## config.mk

```make
export PLATFORM = sky130hd
export DESIGN_NAME = dmm_lcd_frame_decoder
export DESIGN_NICKNAME = d
export VERILOG_FILES = /design/src/rtl/core/dlfd_pkg.sv /design/src/rtl/core/dmm_lcd_frame_decoder.sv
export SDC_FILE = /design/constraint.sdc
export NUM_CORES = 1
export LEC_CHECK = 0
export ABC_AREA = 0
export ABC_CLOCK_PERIOD_IN_PS = 5900
export BUFFER_PORTS_ARGS = -buffer_cell sky130_fd_sc_hd__buf_2
export CAP_MARGIN = 20
export CORE_ASPECT_RATIO = 1.1
export CORE_MARGIN = 5
export CORE_UTILIZATION = 56
export DETAILED_ROUTE_END_ITERATION = 7
export HOLD_SLACK_MARGIN = 0.03
export PLACE_DENSITY = 0.85
export SLEW_MARGIN = 20
export SYNTH_ARGS = -nofsm -noshare
export SYNTH_HDL_FRONTEND = slang
export SYNTH_SLANG_ARGS = --single-unit
```

## constraint.sdc

```tcl
create_clock -name i_clk -period 5.9 [get_ports i_clk]
set_clock_uncertainty 0.15 [all_clocks]
set_input_delay 1.18 -clock i_clk [delete_from_list [all_inputs] [get_ports i_clk]]
set_output_delay 1.18 -clock i_clk [all_outputs]
set_load 0.02 [all_outputs]
```

## src/rtl/core/dlfd_pkg.sv

```systemverilog
// Shared types, codes and segment decode for the multimeter LCD frame decoder.
package dlfd_pkg;

    localparam int unsigned WinDepth = 13;

    localparam logic [3:0] FrameEndTag  = 4'hE;
    localparam logic [3:0] DigitUnknown = 4'd10;

    typedef enum logic [2:0] {
        PFX_NONE  = 3'd0,
        PFX_NANO  = 3'd1,
        PFX_MICRO = 3'd2,
        PFX_MILLI = 3'd3,
        PFX_KILO  = 3'd4,
        PFX_MEGA  = 3'd5
    } t_prefix;

    typedef enum logic [2:0] {
        UNIT_NONE    = 3'd0,
        UNIT_FARAD   = 3'd1,
        UNIT_OHM     = 3'd2,
        UNIT_AMP     = 3'd3,
        UNIT_HERTZ   = 3'd4,
        UNIT_VOLT    = 3'd5,
        UNIT_PERCENT = 3'd6,
        UNIT_CELSIUS = 3'd7
    } t_unit;

    typedef enum logic [2:0] {
        MODE_DC      = 3'd0,
        MODE_AC      = 3'd1,
        MODE_DIODE   = 3'd2,
        MODE_CAP     = 3'd3,
        MODE_OHM     = 3'd4,
        MODE_FREQ    = 3'd5,
        MODE_PERCENT = 3'd6,
        MODE_TEMP    = 3'd7
    } t_mode;

    localparam logic [1:0] RegTempMask = 2'd0;
    localparam logic [3:0] TempMaskReset = 4'd5;

    typedef struct packed {
        logic [3:0] digit_a;
        logic [3:0] digit_b;
        logic [3:0] digit_c;
        logic [3:0] digit_d;
        logic       negative;
        logic       overload;
        logic [1:0] point_pos;
        t_prefix    prefix_code;
        t_unit      unit_code;
        t_mode      mode_code;
        logic       hold;
        logic       auto_range;
    } t_reading;

    // Seven-segment pattern (bit 7 ignored) to digit value.
    function automatic logic [3:0] seg_to_digit(input logic [7:0] pattern);
        logic [3:0] digit;
        digit = DigitUnknown;
        case (pattern[6:0])
            7'h7d: digit = 4'd0;
            7'h05: digit = 4'd1;
            7'h5b: digit = 4'd2;
            7'h1f: digit = 4'd3;
            7'h27: digit = 4'd4;
            7'h3e: digit = 4'd5;
            7'h7e: digit = 4'd6;
            7'h15: digit = 4'd7;
            7'h7f: digit = 4'd8;
            7'h3f: digit = 4'd9;
            default: digit = DigitUnknown;
        endcase
        return digit;
    endfunction

endpackage

```

## src/rtl/core/dmm_lcd_frame_decoder.sv

```systemverilog
// Multimeter LCD frame decoder: 13-byte window, reading decode and output register.
// A reading appears on the output in the cycle after its end-of-frame byte is taken.
// Throughput: one byte per cycle; the window shift and the decode share one register stage.
// Bytes are taken while the output register is empty or being read out.
// Reset (synchronous, active low) clears the window to zero, empties the output
// register and sets the temperature flag mask to 5.
module dmm_lcd_frame_decoder (
    input  logic        i_clk,
    input  logic        i_rst_n,
    input  logic        i_in_valid,
    output logic        o_in_ready,
    input  logic [7:0]  i_rx_byte,
    output logic        o_out_valid,
    input  logic        i_out_ready,
    output logic [3:0]  o_digit_a,
    output logic [3:0]  o_digit_b,
    output logic [3:0]  o_digit_c,
    output logic [3:0]  o_digit_d,
    output logic        o_negative,
    output logic        o_overload,
    output logic [1:0]  o_point_pos,
    output logic [2:0]  o_prefix_code,
    output logic [2:0]  o_unit_code,
    output logic [2:0]  o_mode_code,
    output logic        o_hold,
    output logic        o_auto_range,
    input  logic        psel,
    input  logic        penable,
    input  logic        pwrite,
    input  logic [1:0]  paddr,
    input  logic [31:0] pwdata,
    output logic [31:0] prdata,
    output logic        pready
);

    logic [7:0]           r_win [dlfd_pkg::WinDepth];
    logic [3:0]           r_temp_mask;
    logic                 r_out_valid;
    dlfd_pkg::t_reading   r_out;
    dlfd_pkg::t_reading   n_out;
    logic                 in_fire;
    logic                 frame_end;
    logic                 ovl;
    logic [7:0]           pat [4];
    logic [3:0]           dig [4];

    assign pready     = 1'b1;
    assign o_in_ready = !r_out_valid || i_out_ready;
    assign in_fire    = i_in_valid && o_in_ready;
    assign frame_end  = (i_rx_byte[7:4] == dlfd_pkg::FrameEndTag);

    // Configuration register
    always_ff @(posedge i_clk) begin
        if (!i_rst_n) begin
            r_temp_mask <= dlfd_pkg::TempMaskReset;
        end else if (psel && penable && pwrite && paddr[1] == dlfd_pkg::RegTempMask[0]) begin
            r_temp_mask <= pwdata[3:0];
        end
    end

    always_comb begin
        prdata = '0;
        if (paddr[1] == dlfd_pkg::RegTempMask[0]) begin
            prdata[3:0] = r_temp_mask;
        end
    end

    // Decode of window (frame bytes 0..12) plus the current byte (frame byte 13)
    assign ovl = (r_win[3][2:0] == 3'h7) && (r_win[4][3:0] == 4'hd) &&
                 (r_win[5][2:0] == 3'h6) && (r_win[6][3:0] == 4'h8);

    always_comb begin
        for (int i = 0; i < 4; i++) begin
            pat[i] = {r_win[1 + 2 * i][3:0], r_win[2 + 2 * i][3:0]};
            dig[i] = ovl ? 4'd0 : dlfd_pkg::seg_to_digit(pat[i]);
        end
    end

    always_comb begin
        n_out.digit_a  = dig[0];
        n_out.digit_b  = dig[1];
        n_out.digit_c  = dig[2];
        n_out.digit_d  = dig[3];
        n_out.negative = !ovl && r_win[1][3];
        n_out.overload = ovl;

        if (r_win[3][3])      n_out.point_pos = 2'd1;
        else if (r_win[5][3]) n_out.point_pos = 2'd2;
        else if (r_win[7][3]) n_out.point_pos = 2'd3;
        else                  n_out.point_pos = 2'd0;

        if (r_win[9][2])       n_out.prefix_code = dlfd_pkg::PFX_NANO;
        else if (r_win[9][3])  n_out.prefix_code = dlfd_pkg::PFX_MICRO;
        else if (r_win[10][3]) n_out.prefix_code = dlfd_pkg::PFX_MILLI;
        else if (r_win[9][1])  n_out.prefix_code = dlfd_pkg::PFX_KILO;
        else if (r_win[10][1]) n_out.prefix_code = dlfd_pkg::PFX_MEGA;
        else                   n_out.prefix_code = dlfd_pkg::PFX_NONE;

        if (r_win[9][0])      n_out.mode_code = dlfd_pkg::MODE_DIODE;
        else if (r_win[0][3]) n_out.mode_code = dlfd_pkg::MODE_AC;
        else                  n_out.mode_code = dlfd_pkg::MODE_DC;

        n_out.unit_code = dlfd_pkg::UNIT_NONE;
        if (r_win[11][3]) begin
            n_out.unit_code = dlfd_pkg::UNIT_FARAD;
            n_out.mode_code = dlfd_pkg::MODE_CAP;
        end else if (r_win[11][2]) begin
            n_out.unit_code = dlfd_pkg::UNIT_OHM;
            n_out.mode_code = dlfd_pkg::MODE_OHM;
        end else if (r_win[12][3]) begin
            n_out.unit_code = dlfd_pkg::UNIT_AMP;
        end else if (r_win[12][1]) begin
            n_out.unit_code = dlfd_pkg::UNIT_HERTZ;
            n_out.mode_code = dlfd_pkg::MODE_FREQ;
        end else if (r_win[12][2]) begin
            n_out.unit_code = dlfd_pkg::UNIT_VOLT;
        end else if (r_win[10][2]) begin
            n_out.unit_code = dlfd_pkg::UNIT_PERCENT;
            n_out.mode_code = dlfd_pkg::MODE_PERCENT;
        end else if ((i_rx_byte[3:0] & r_temp_mask) != 4'd0) begin
            n_out.unit_code = dlfd_pkg::UNIT_CELSIUS;
            n_out.mode_code = dlfd_pkg::MODE_TEMP;
        end

        n_out.hold       = r_win[11][0];
        n_out.auto_range = r_win[0][1];
    end

    // Byte window, oldest at index 0
    always_ff @(posedge i_clk) begin
        if (!i_rst_n) begin
            for (int k = 0; k < dlfd_pkg::WinDepth; k++) begin
                r_win[k] <= '0;
            end
        end else if (in_fire) begin
            for (int k = 0; k < dlfd_pkg::WinDepth - 1; k++) begin
                r_win[k] <= r_win[k + 1];
            end
            r_win[dlfd_pkg::WinDepth - 1] <= i_rx_byte;
        end
    end

    // Output register
    always_ff @(posedge i_clk) begin
        if (!i_rst_n) begin
            r_out_valid <= 1'b0;
        end else if (o_in_ready) begin
            r_out_valid <= i_in_valid && frame_end;
        end
    end

    always_ff @(posedge i_clk) begin
        if (in_fire && frame_end) begin
            r_out <= n_out;
        end
    end

    assign o_out_valid   = r_out_valid;
    assign o_digit_a     = r_out.digit_a;
    assign o_digit_b     = r_out.digit_b;
    assign o_digit_c     = r_out.digit_c;
    assign o_digit_d     = r_out.digit_d;
    assign o_negative    = r_out.negative;
    assign o_overload    = r_out.overload;
    assign o_point_pos   = r_out.point_pos;
    assign o_prefix_code = r_out.prefix_code;
    assign o_unit_code   = r_out.unit_code;
    assign o_mode_code   = r_out.mode_code;
    assign o_hold        = r_out.hold;
    assign o_auto_range  = r_out.auto_range;

    // An accepted end-of-frame byte always yields a reading next cycle
    a_frame_end_emits: assert property (@(posedge i_clk) disable iff (!i_rst_n)
        in_fire && frame_end |=> r_out_valid)
        else $error("end-of-frame item produced no reading");

    // Overload readings carry zero digits and no sign
    a_overload_clean: assert property (@(posedge i_clk) disable iff (!i_rst_n)
        r_out_valid && o_overload |->
            o_digit_a == 4'd0 && o_digit_b == 4'd0 && o_digit_c == 4'd0 &&
            o_digit_d == 4'd0 && !o_negative)
        else $error("overload reading with nonzero digits or sign");

    // Temperature mode only comes with the Celsius unit
    a_temp_unit: assert property (@(posedge i_clk) disable iff (!i_rst_n)
        r_out_valid |->
            ((o_mode_code == dlfd_pkg::MODE_TEMP) == (o_unit_code == dlfd_pkg::UNIT_CELSIUS)))
        else $error("temperature mode and Celsius unit disagree");

    // A stalled reading is not overwritten by a new byte
    a_no_overrun: assert property (@(posedge i_clk) disable iff (!i_rst_n)
        r_out_valid && !i_out_ready |-> !in_fire)
        else $error("item taken while reading stalled");

endmodule

```

==> results.yml, run 1 <==
status:
  status: "finished, final reports clean"
logic_synthesis:
  synth_top_family_by_area: "simple AND/OR/NAND/NOR gates"
  muxShareOfSynthArea: 0.01201
  ys_ff_latch: 86
  yosys.area_share.xor_xnor: 0.006306
  synth_top_flop_cell: "edfxtp_1"
  syn_area_per_cell_um2: 12.04
  synthArstFlopShare: 0
  synth_cells: 346
  ys_seq_area_frac: 0.6078
  yosys.area_share.simple: 0.2072
  synth_cell_types: 57
  synth_compound_area_frac: 0.09159
  synth_edf_count: 81
  mappedNetlistArea_mm2: 0.004166
  synth_fa_ha_area_frac: 0
  ys_warn_count: 0
timing:
  max_slew.worst_pin.slew_ns: 0.9907
  fin_setup_tns_ns: 0
  slew_headroom: 0.3395
  finalHoldViolCount: 0
  fin_crit_sh: 0.5015
  min_period_ns: 2.959
  setup_viol: 0
  max_freq_mhz: 338.0
  slew_violations: 0
  rsz0062_at_grt: "no"
die:
  pin_count: 115
  die_w_um: 92.24
  die_h_um: 100.5
  row_count: 33
  dieArea_mm2: 0.009267
  coreArea_mm2: 0.007350
  start_util: 0.5669
setup_path:
  cpMaxStageDelayCell: "nand2b_1"
  worst_path_most_repeated_cell: "buf_2"
  crit_chain: "buf_2 > nand2b_1 > buf_2"
  start_kind: "input port"
  arrival_ns: 1.63
  end_kind: "primary output"
  timing.reg2reg.worst_path_depth: 5
  path_max_fanout: 4
  critPathKind: "input port to primary output"
  cpPeakStageDelay_ns: 0.18
  critPathRequiredTime_ns: 4.57
routing:
  wl_um: 7576
  vias: 2749
  antenna_left: 0
  wl_met1_um: 3045
  routedWlPerCell_um: 15.37
  drc: 0
  routed_via_density: 5.576
  drtPass1Iterations: 4
  routed-wl-met3_um: 495
  drt_iter0_markers: 155
  highest_layer: "met4"
  wl_met2_um: 3931
clocking:
  cts_resized: 0
  htree_levels: 3
  clk_path_buf_depth: 2
  post_cts_buffers: 0
  cts_tree: "built"
  clk_pin_slew_ns: 0.09
  clock_latency_ns: 0.36
  cts_hold_buf: 0
  cts_root_buffer: "clkbuf_8"
  numCtsBuffers: 9
  clock-sinks: 86
power:
  power.density_mw_per_mm2: 284.1
  pwr-share-seq: 0.553
  p_int_w: 0.001017
  p_sw_w: 0.0003008
  p_sw_frac: 0.2283
  clkPwrFrac: 0.371
  pwr-share-comb: 0.075
  vdd_ir_drop_max_uv: 168.4
  p_leak_nw: 1.840
placed_design:
  hpwl_um: 5089
  gp_congestion: 0.8089
  dp.cells: 477
  portBuffers: 56
grt:
  antenna_found_initial: 0
  grt_pass1_wl_um: 12160
  gr-total-overflow: 0
  grt_start_max_net_pins: 51
  grt_pass1_vias: 2650
  track_usage: 0.1645
final_layout:
  areaGrowthSynthToFinish_pct: 11.29
  instances_no_fill: 493
  drive_above_1_share: 0.2020
  antennaDiodeCount: 0
  fin_nets: 450
  regArea_mm2: 0.002532
  multiInputGateArea_mm2: 0.001440
  fill_cells: 582
job:
  cap_violations: 0
hold_path:
  hold_class: "flop to flop"
  whs_path_depth: 0
-- registers in the layout, summed over array words and instances (netlist names) --
| name | flops |
|---|---|
| r_temp_mask | 4 |
| o_overload | 1 |
| o_point_pos | 2 |
| o_negative | 1 |
| o_prefix_code | 3 |
| o_digit_a | 4 |
| r_win | 50 |
| o_mode_code | 3 |
| o_digit_b | 4 |
| o_digit_d | 4 |
| o_out_valid | 1 |
| o_auto_range | 1 |
| o_digit_c | 4 |
| o_unit_code | 3 |
| o_hold | 1 |
-- cell type report --
class / count / area share
Inverter: 8 / 0.006476
Sequential cell: 86 / 0.5461
Clock inverter: 5 / 0.02294
Multi-Input combinational cell: 239 / 0.3106
Clock buffer: 11 / 0.02833
Timing Repair Buffer: 57 / 0.06206
Tap cell: 87 / 0.02348
-- power groups by stage --
| stage | Combinational [W] | Clock, W | Sequential, W |
|---|---|---|---|
| 6_report | 0.0000990 | 0.000489 | 0.000729 |
| 5_1_grt | 0.000109 | 0.000523 | 0.000733 |
| 4_1_cts | 0.0000991 | 0.000498 | 0.000729 |
| 3_5_place_dp | 0.0000979 | 0 | 0.000742 |
| 3_3_place_gp | 0.0000941 | 0 | 0.000740 |
| 2_1_floorplan | 0.0000938 | 0 | 0.000730 |
-- critical path, delay by kind of cell --
family | cells | cell delay [ns]
buffers and inverters | 2 | 0.27
AND/OR/NAND/NOR | 1 | 0.18
-- metal layers --
metal	up-vias	GRT usage
li1	1312	-
met1	1330	0.1947
met2	96	0.2860
met3	11	0.03286
met4	0	0.08343
met5	-	0
-- cell families after synthesis --
| logic type | Yosys count |
|---|---|
| simple gates | 151 |
| flops | 86 |
| other cells | 2 |
| mux | 5 |
| compound gates | 51 |
| buf+inv | 48 |
| xor+xnor | 3 |
-- through the flow --
stage	cell area, µm²	worst slack, ns	power (W)	hold WS [ns]	util
floorplan	4268	2.438	0.0008243	0.2503	-
global placement	4394	2.942	0.0008339	0.2521	0.5979
detailed placement	4394	2.921	0.0008398	0.2584	0.5979
CTS	4632	2.939	0.001326	0.2804	0.6302
global route	4637	2.915	0.001366	0.3024	0.6309
finish	4637	2.941	0.001317	0.2784	0.6309
-- worst paths after layout --
check / end / slack [ns] / startpoint
worst max-delay path: o_in_ready / 2.94 / i_out_ready
worst min-delay path: o_auto_range$_DFFE_PP_ / 0.28 / r_win[0][1]$_SDFFCE_PN0P_
worst max register to register: o_digit_d[3]$_SDFFCE_PP0P_ / 3.54 / r_win[0][48]$_SDFFCE_PN0P_
worst min register to register: o_auto_range$_DFFE_PP_ / 0.28 / r_win[0][1]$_SDFFCE_PN0P_
-- cell usage in the layout, fill, tap and decap left out, types with 3 or more instances in the layout --
master      n
edfxtp_1   81
buf_2      56
and2_1     52
conb_1     29
nor2_1     21
nand2_1    20
nor3_1     12
nor2b_1    10
clkbuf_8    9
inv_1       8
o21ai_0     8
nand2b_1    6
a21oi_1     6
a211oi_1    6
mux2i_1     5
a21o_1      5
dfxtp_1     5
nor4b_1     3
bufinv_16   3
-- cells in the mapped netlist, drive strengths merged (6+ instances only) --
cell type  instances  share of area
edfxtp            81           0.58
and2              53          0.080
buf               32          0.059
nor2              22          0.020
nand2             21          0.019
nor3              13          0.017
nor2b             10          0.015
o21ai             10          0.012
clkbuf             8         0.0072
inv                8         0.0072
a211oi             6          0.011
a21oi              6         0.0072
nand2b             6         0.0090
No activity file was read; power rests on OpenSTA's default activity.
==> run 2, diff against run 1 <==
--- a/config.mk
+++ b/config.mk
@@ -6,15 +6,15 @@
 export NUM_CORES = 1
 export LEC_CHECK = 0
 export ABC_AREA = 0
-export ABC_CLOCK_PERIOD_IN_PS = 5900
+export ABC_CLOCK_PERIOD_IN_PS = 2500
 export BUFFER_PORTS_ARGS = -buffer_cell sky130_fd_sc_hd__buf_2
 export CAP_MARGIN = 20
 export CORE_ASPECT_RATIO = 1.1
 export CORE_MARGIN = 5
-export CORE_UTILIZATION = 56
+export CORE_UTILIZATION = 47
 export DETAILED_ROUTE_END_ITERATION = 7
 export HOLD_SLACK_MARGIN = 0.03
-export PLACE_DENSITY = 0.85
+export PLACE_DENSITY = 0.76
 export SLEW_MARGIN = 20
 export SYNTH_ARGS = -nofsm -noshare
 export SYNTH_HDL_FRONTEND = slang
==> constraint.sdc (replaced) <==
create_clock -name i_clk -period 2.5 [get_ports i_clk]
set_clock_uncertainty 0.15 [all_clocks]
set_input_delay 0.5 -clock i_clk [delete_from_list [all_inputs] [get_ports i_clk]]
set_output_delay 0.5 -clock i_clk [all_outputs]
set_load 0.02 [all_outputs]
==> results.yml, run 2 (same netlist as run 1, synthesis figures left out) <==
grt:
  grt_start_max_net_pins: 51
  grt_pass1_wl_um: 11850
  use_met1: 0.1585
  track_usage: 0.1404
  gr-total-overflow: 0
  met2_usage: 0.2455
  grt_pass1_vias: 2549
  grt-busiest-layer: "met2"
  met3_usage: 0.04095
  antenna_found_initial: 0
routing:
  vias: 2718
  drtPass1Iterations: 4
  drt_iter0_markers: 119
  wl_um: 7529
  antenna_left: 0
  routed_via_density: 5.197
  routedWlPerCell_um: 14.40
  drc: 0
die:
  dieArea_mm2: 0.01085
  start_util: 0.4744
  row_count: 36
  die_h_um: 108.8
  coreArea_mm2: 0.008783
  pin_count: 115
  die_w_um: 99.77
timing:
  fin_setup_tns_ns: 0
  setup_viol: 0
  fin_crit_sh: 0.8599
  rsz0062_at_grt: "no"
  max_freq_mhz: 465.2
  min_period_ns: 2.150
  slew_violations: 0
  slew_headroom: 0.3369
  setup_ws_ns: 0.3503
  max_slew.worst_pin.slew_ns: 0.9946
  finalHoldViolCount: 0
clocking:
  clock_latency_ns: 0.36
  cts_hold_buf: 0
  htree_levels: 3
  clock-sinks: 86
  cts_resized: 0
  cts_tree: "built"
  clk_pin_slew_ns: 0.08
  numCtsBuffers: 9
  post_cts_buffers: 0
  clk_path_buf_depth: 2
  cts_root_buffer: "clkbuf_8"
hold_path:
  whs_path_depth: 3
  hold_class: "input port to flop"
final_layout:
  fill_cells: 737
  areaGrowthSynthToFinish_pct: 11.65
  largest_reg_flops: 50
  fin_nets: 453
  antennaDiodeCount: 0
  multiInputGateArea_mm2: 0.001435
  final_common_cell: "edfxtp_1"
  regArea_mm2: 0.002532
  drive_above_1_share: 0.2078
  most-common-layout-cells: "81 x edfxtp_1, 56 x buf_2, 52 x and2_1"
  largest-register: "r_win"
setup_path:
  critPathRequiredTime_ns: 2.46
  critPathKind: "flop to flop"
  reg2reg_slack_ns: 0.35
  end_kind: "flop"
  path_max_fanout: 8
  crit_chain: "nor4b_1 > nand3_1 > nor3_2 > buf_4 > nor3_1"
  cpMaxStageDelayCell: "edfxtp_1"
  cpPeakStageDelay_ns: 0.51
  timing.reg2reg.worst_path_depth: 5
  start_kind: "flop"
  arrival_ns: 2.11
power:
  vdd_ir_drop_max_uv: 272.9
  power.density_mw_per_mm2: 625.0
  p_leak_nw: 1.840
job:
  cap_violations: 0
placed_design:
  portBuffers: 56
  pre_cts_slack_ns: 0.3699
  gp_congestion: 0.8461
  hpwl_um: 5032
status:
  status: "finished, final reports clean"
==> run 2: cell types whose count changed in the layout (fill, tap and decap cells not counted) <==
cell | before | now
clkbuf_1 | 2 | 1
clkinvlp_4 | 1 | 0
clkinv_1 | 0 | 1
clkinv_2 | 0 | 2
nand2_2 | 0 | 1
buf_4 | 1 | 3
buf_12 | 0 | 1
nand2_4 | 1 | 0
clkinv_4 | 0 | 1
bufinv_16 | 3 | 1
==> run 2: worst paths after layout <==
check,startpoint,endpoint
setup / recovery,r_win[0][48]$_SDFFCE_PN0P_,o_digit_a[0]$_SDFFCE_PP0P_
hold / removal,pwdata[2],r_temp_mask[2]$_SDFFE_PN1P_
setup reg to reg,r_win[0][48]$_SDFFCE_PN0P_,o_digit_a[0]$_SDFFCE_PP0P_
hold reg to reg,r_win[0][1]$_SDFFCE_PN0P_,o_auto_range$_DFFE_PP_
==> run 2: layout make-up <==
class / count / area share
clock buffer: 10 / 0.02743
sequential: 86 / 0.5444
tap: 114 / 0.03066
timing repair buffer: 60 / 0.06939
inverter: 8 / 0.006455
clock inverter: 6 / 0.01318
multi-input combinational: 239 / 0.3085
==> run 2: critical path, delay by kind of cell, from the launching register on <==
| kind | cells | cell delay [ns] |
|---|---|---|
| buffers and inverters | 1 | 0.25 |
| DFF | 1 | 0.51 |
| and+or+nand+nor | 4 | 0.98 |
==> run 2: metal layers <==
metal  share of wire  vias up
li1                -     1320
met1            0.40     1285
met2            0.51      105
met3           0.078        8
met4           0.015        0
met5               0        -
==> run 2: metrics by stage <==
stage | cell area [µm²] | util | power [W] | std cells | hold WS [ns]
after floorplan | 4273 | - | 0.001945 | 373 | 0.2503
after global placement | 4463 | 0.5081 | 0.001973 | 507 | 0.2589
after detailed placement | 4463 | 0.5081 | 0.001986 | 507 | 0.2565
after CTS | 4652 | 0.5296 | 0.002936 | 523 | 0.1817
after global routing | 4652 | 0.5296 | 0.003022 | 523 | 0.1889
final | 4652 | 0.5296 | 0.002907 | 523 | 0.2039
==> run 2: where the power goes <==
part	total, W	switching [W]	leakage, nW	internal (W)
sequential	0.00172	0.0000779	0.865	0.00164
clock	0.000950	0.000489	0.0981	0.000461
combinational	0.000237	0.000145	0.877	0.0000915
total	0.00291	0.000712	1.84	0.00220
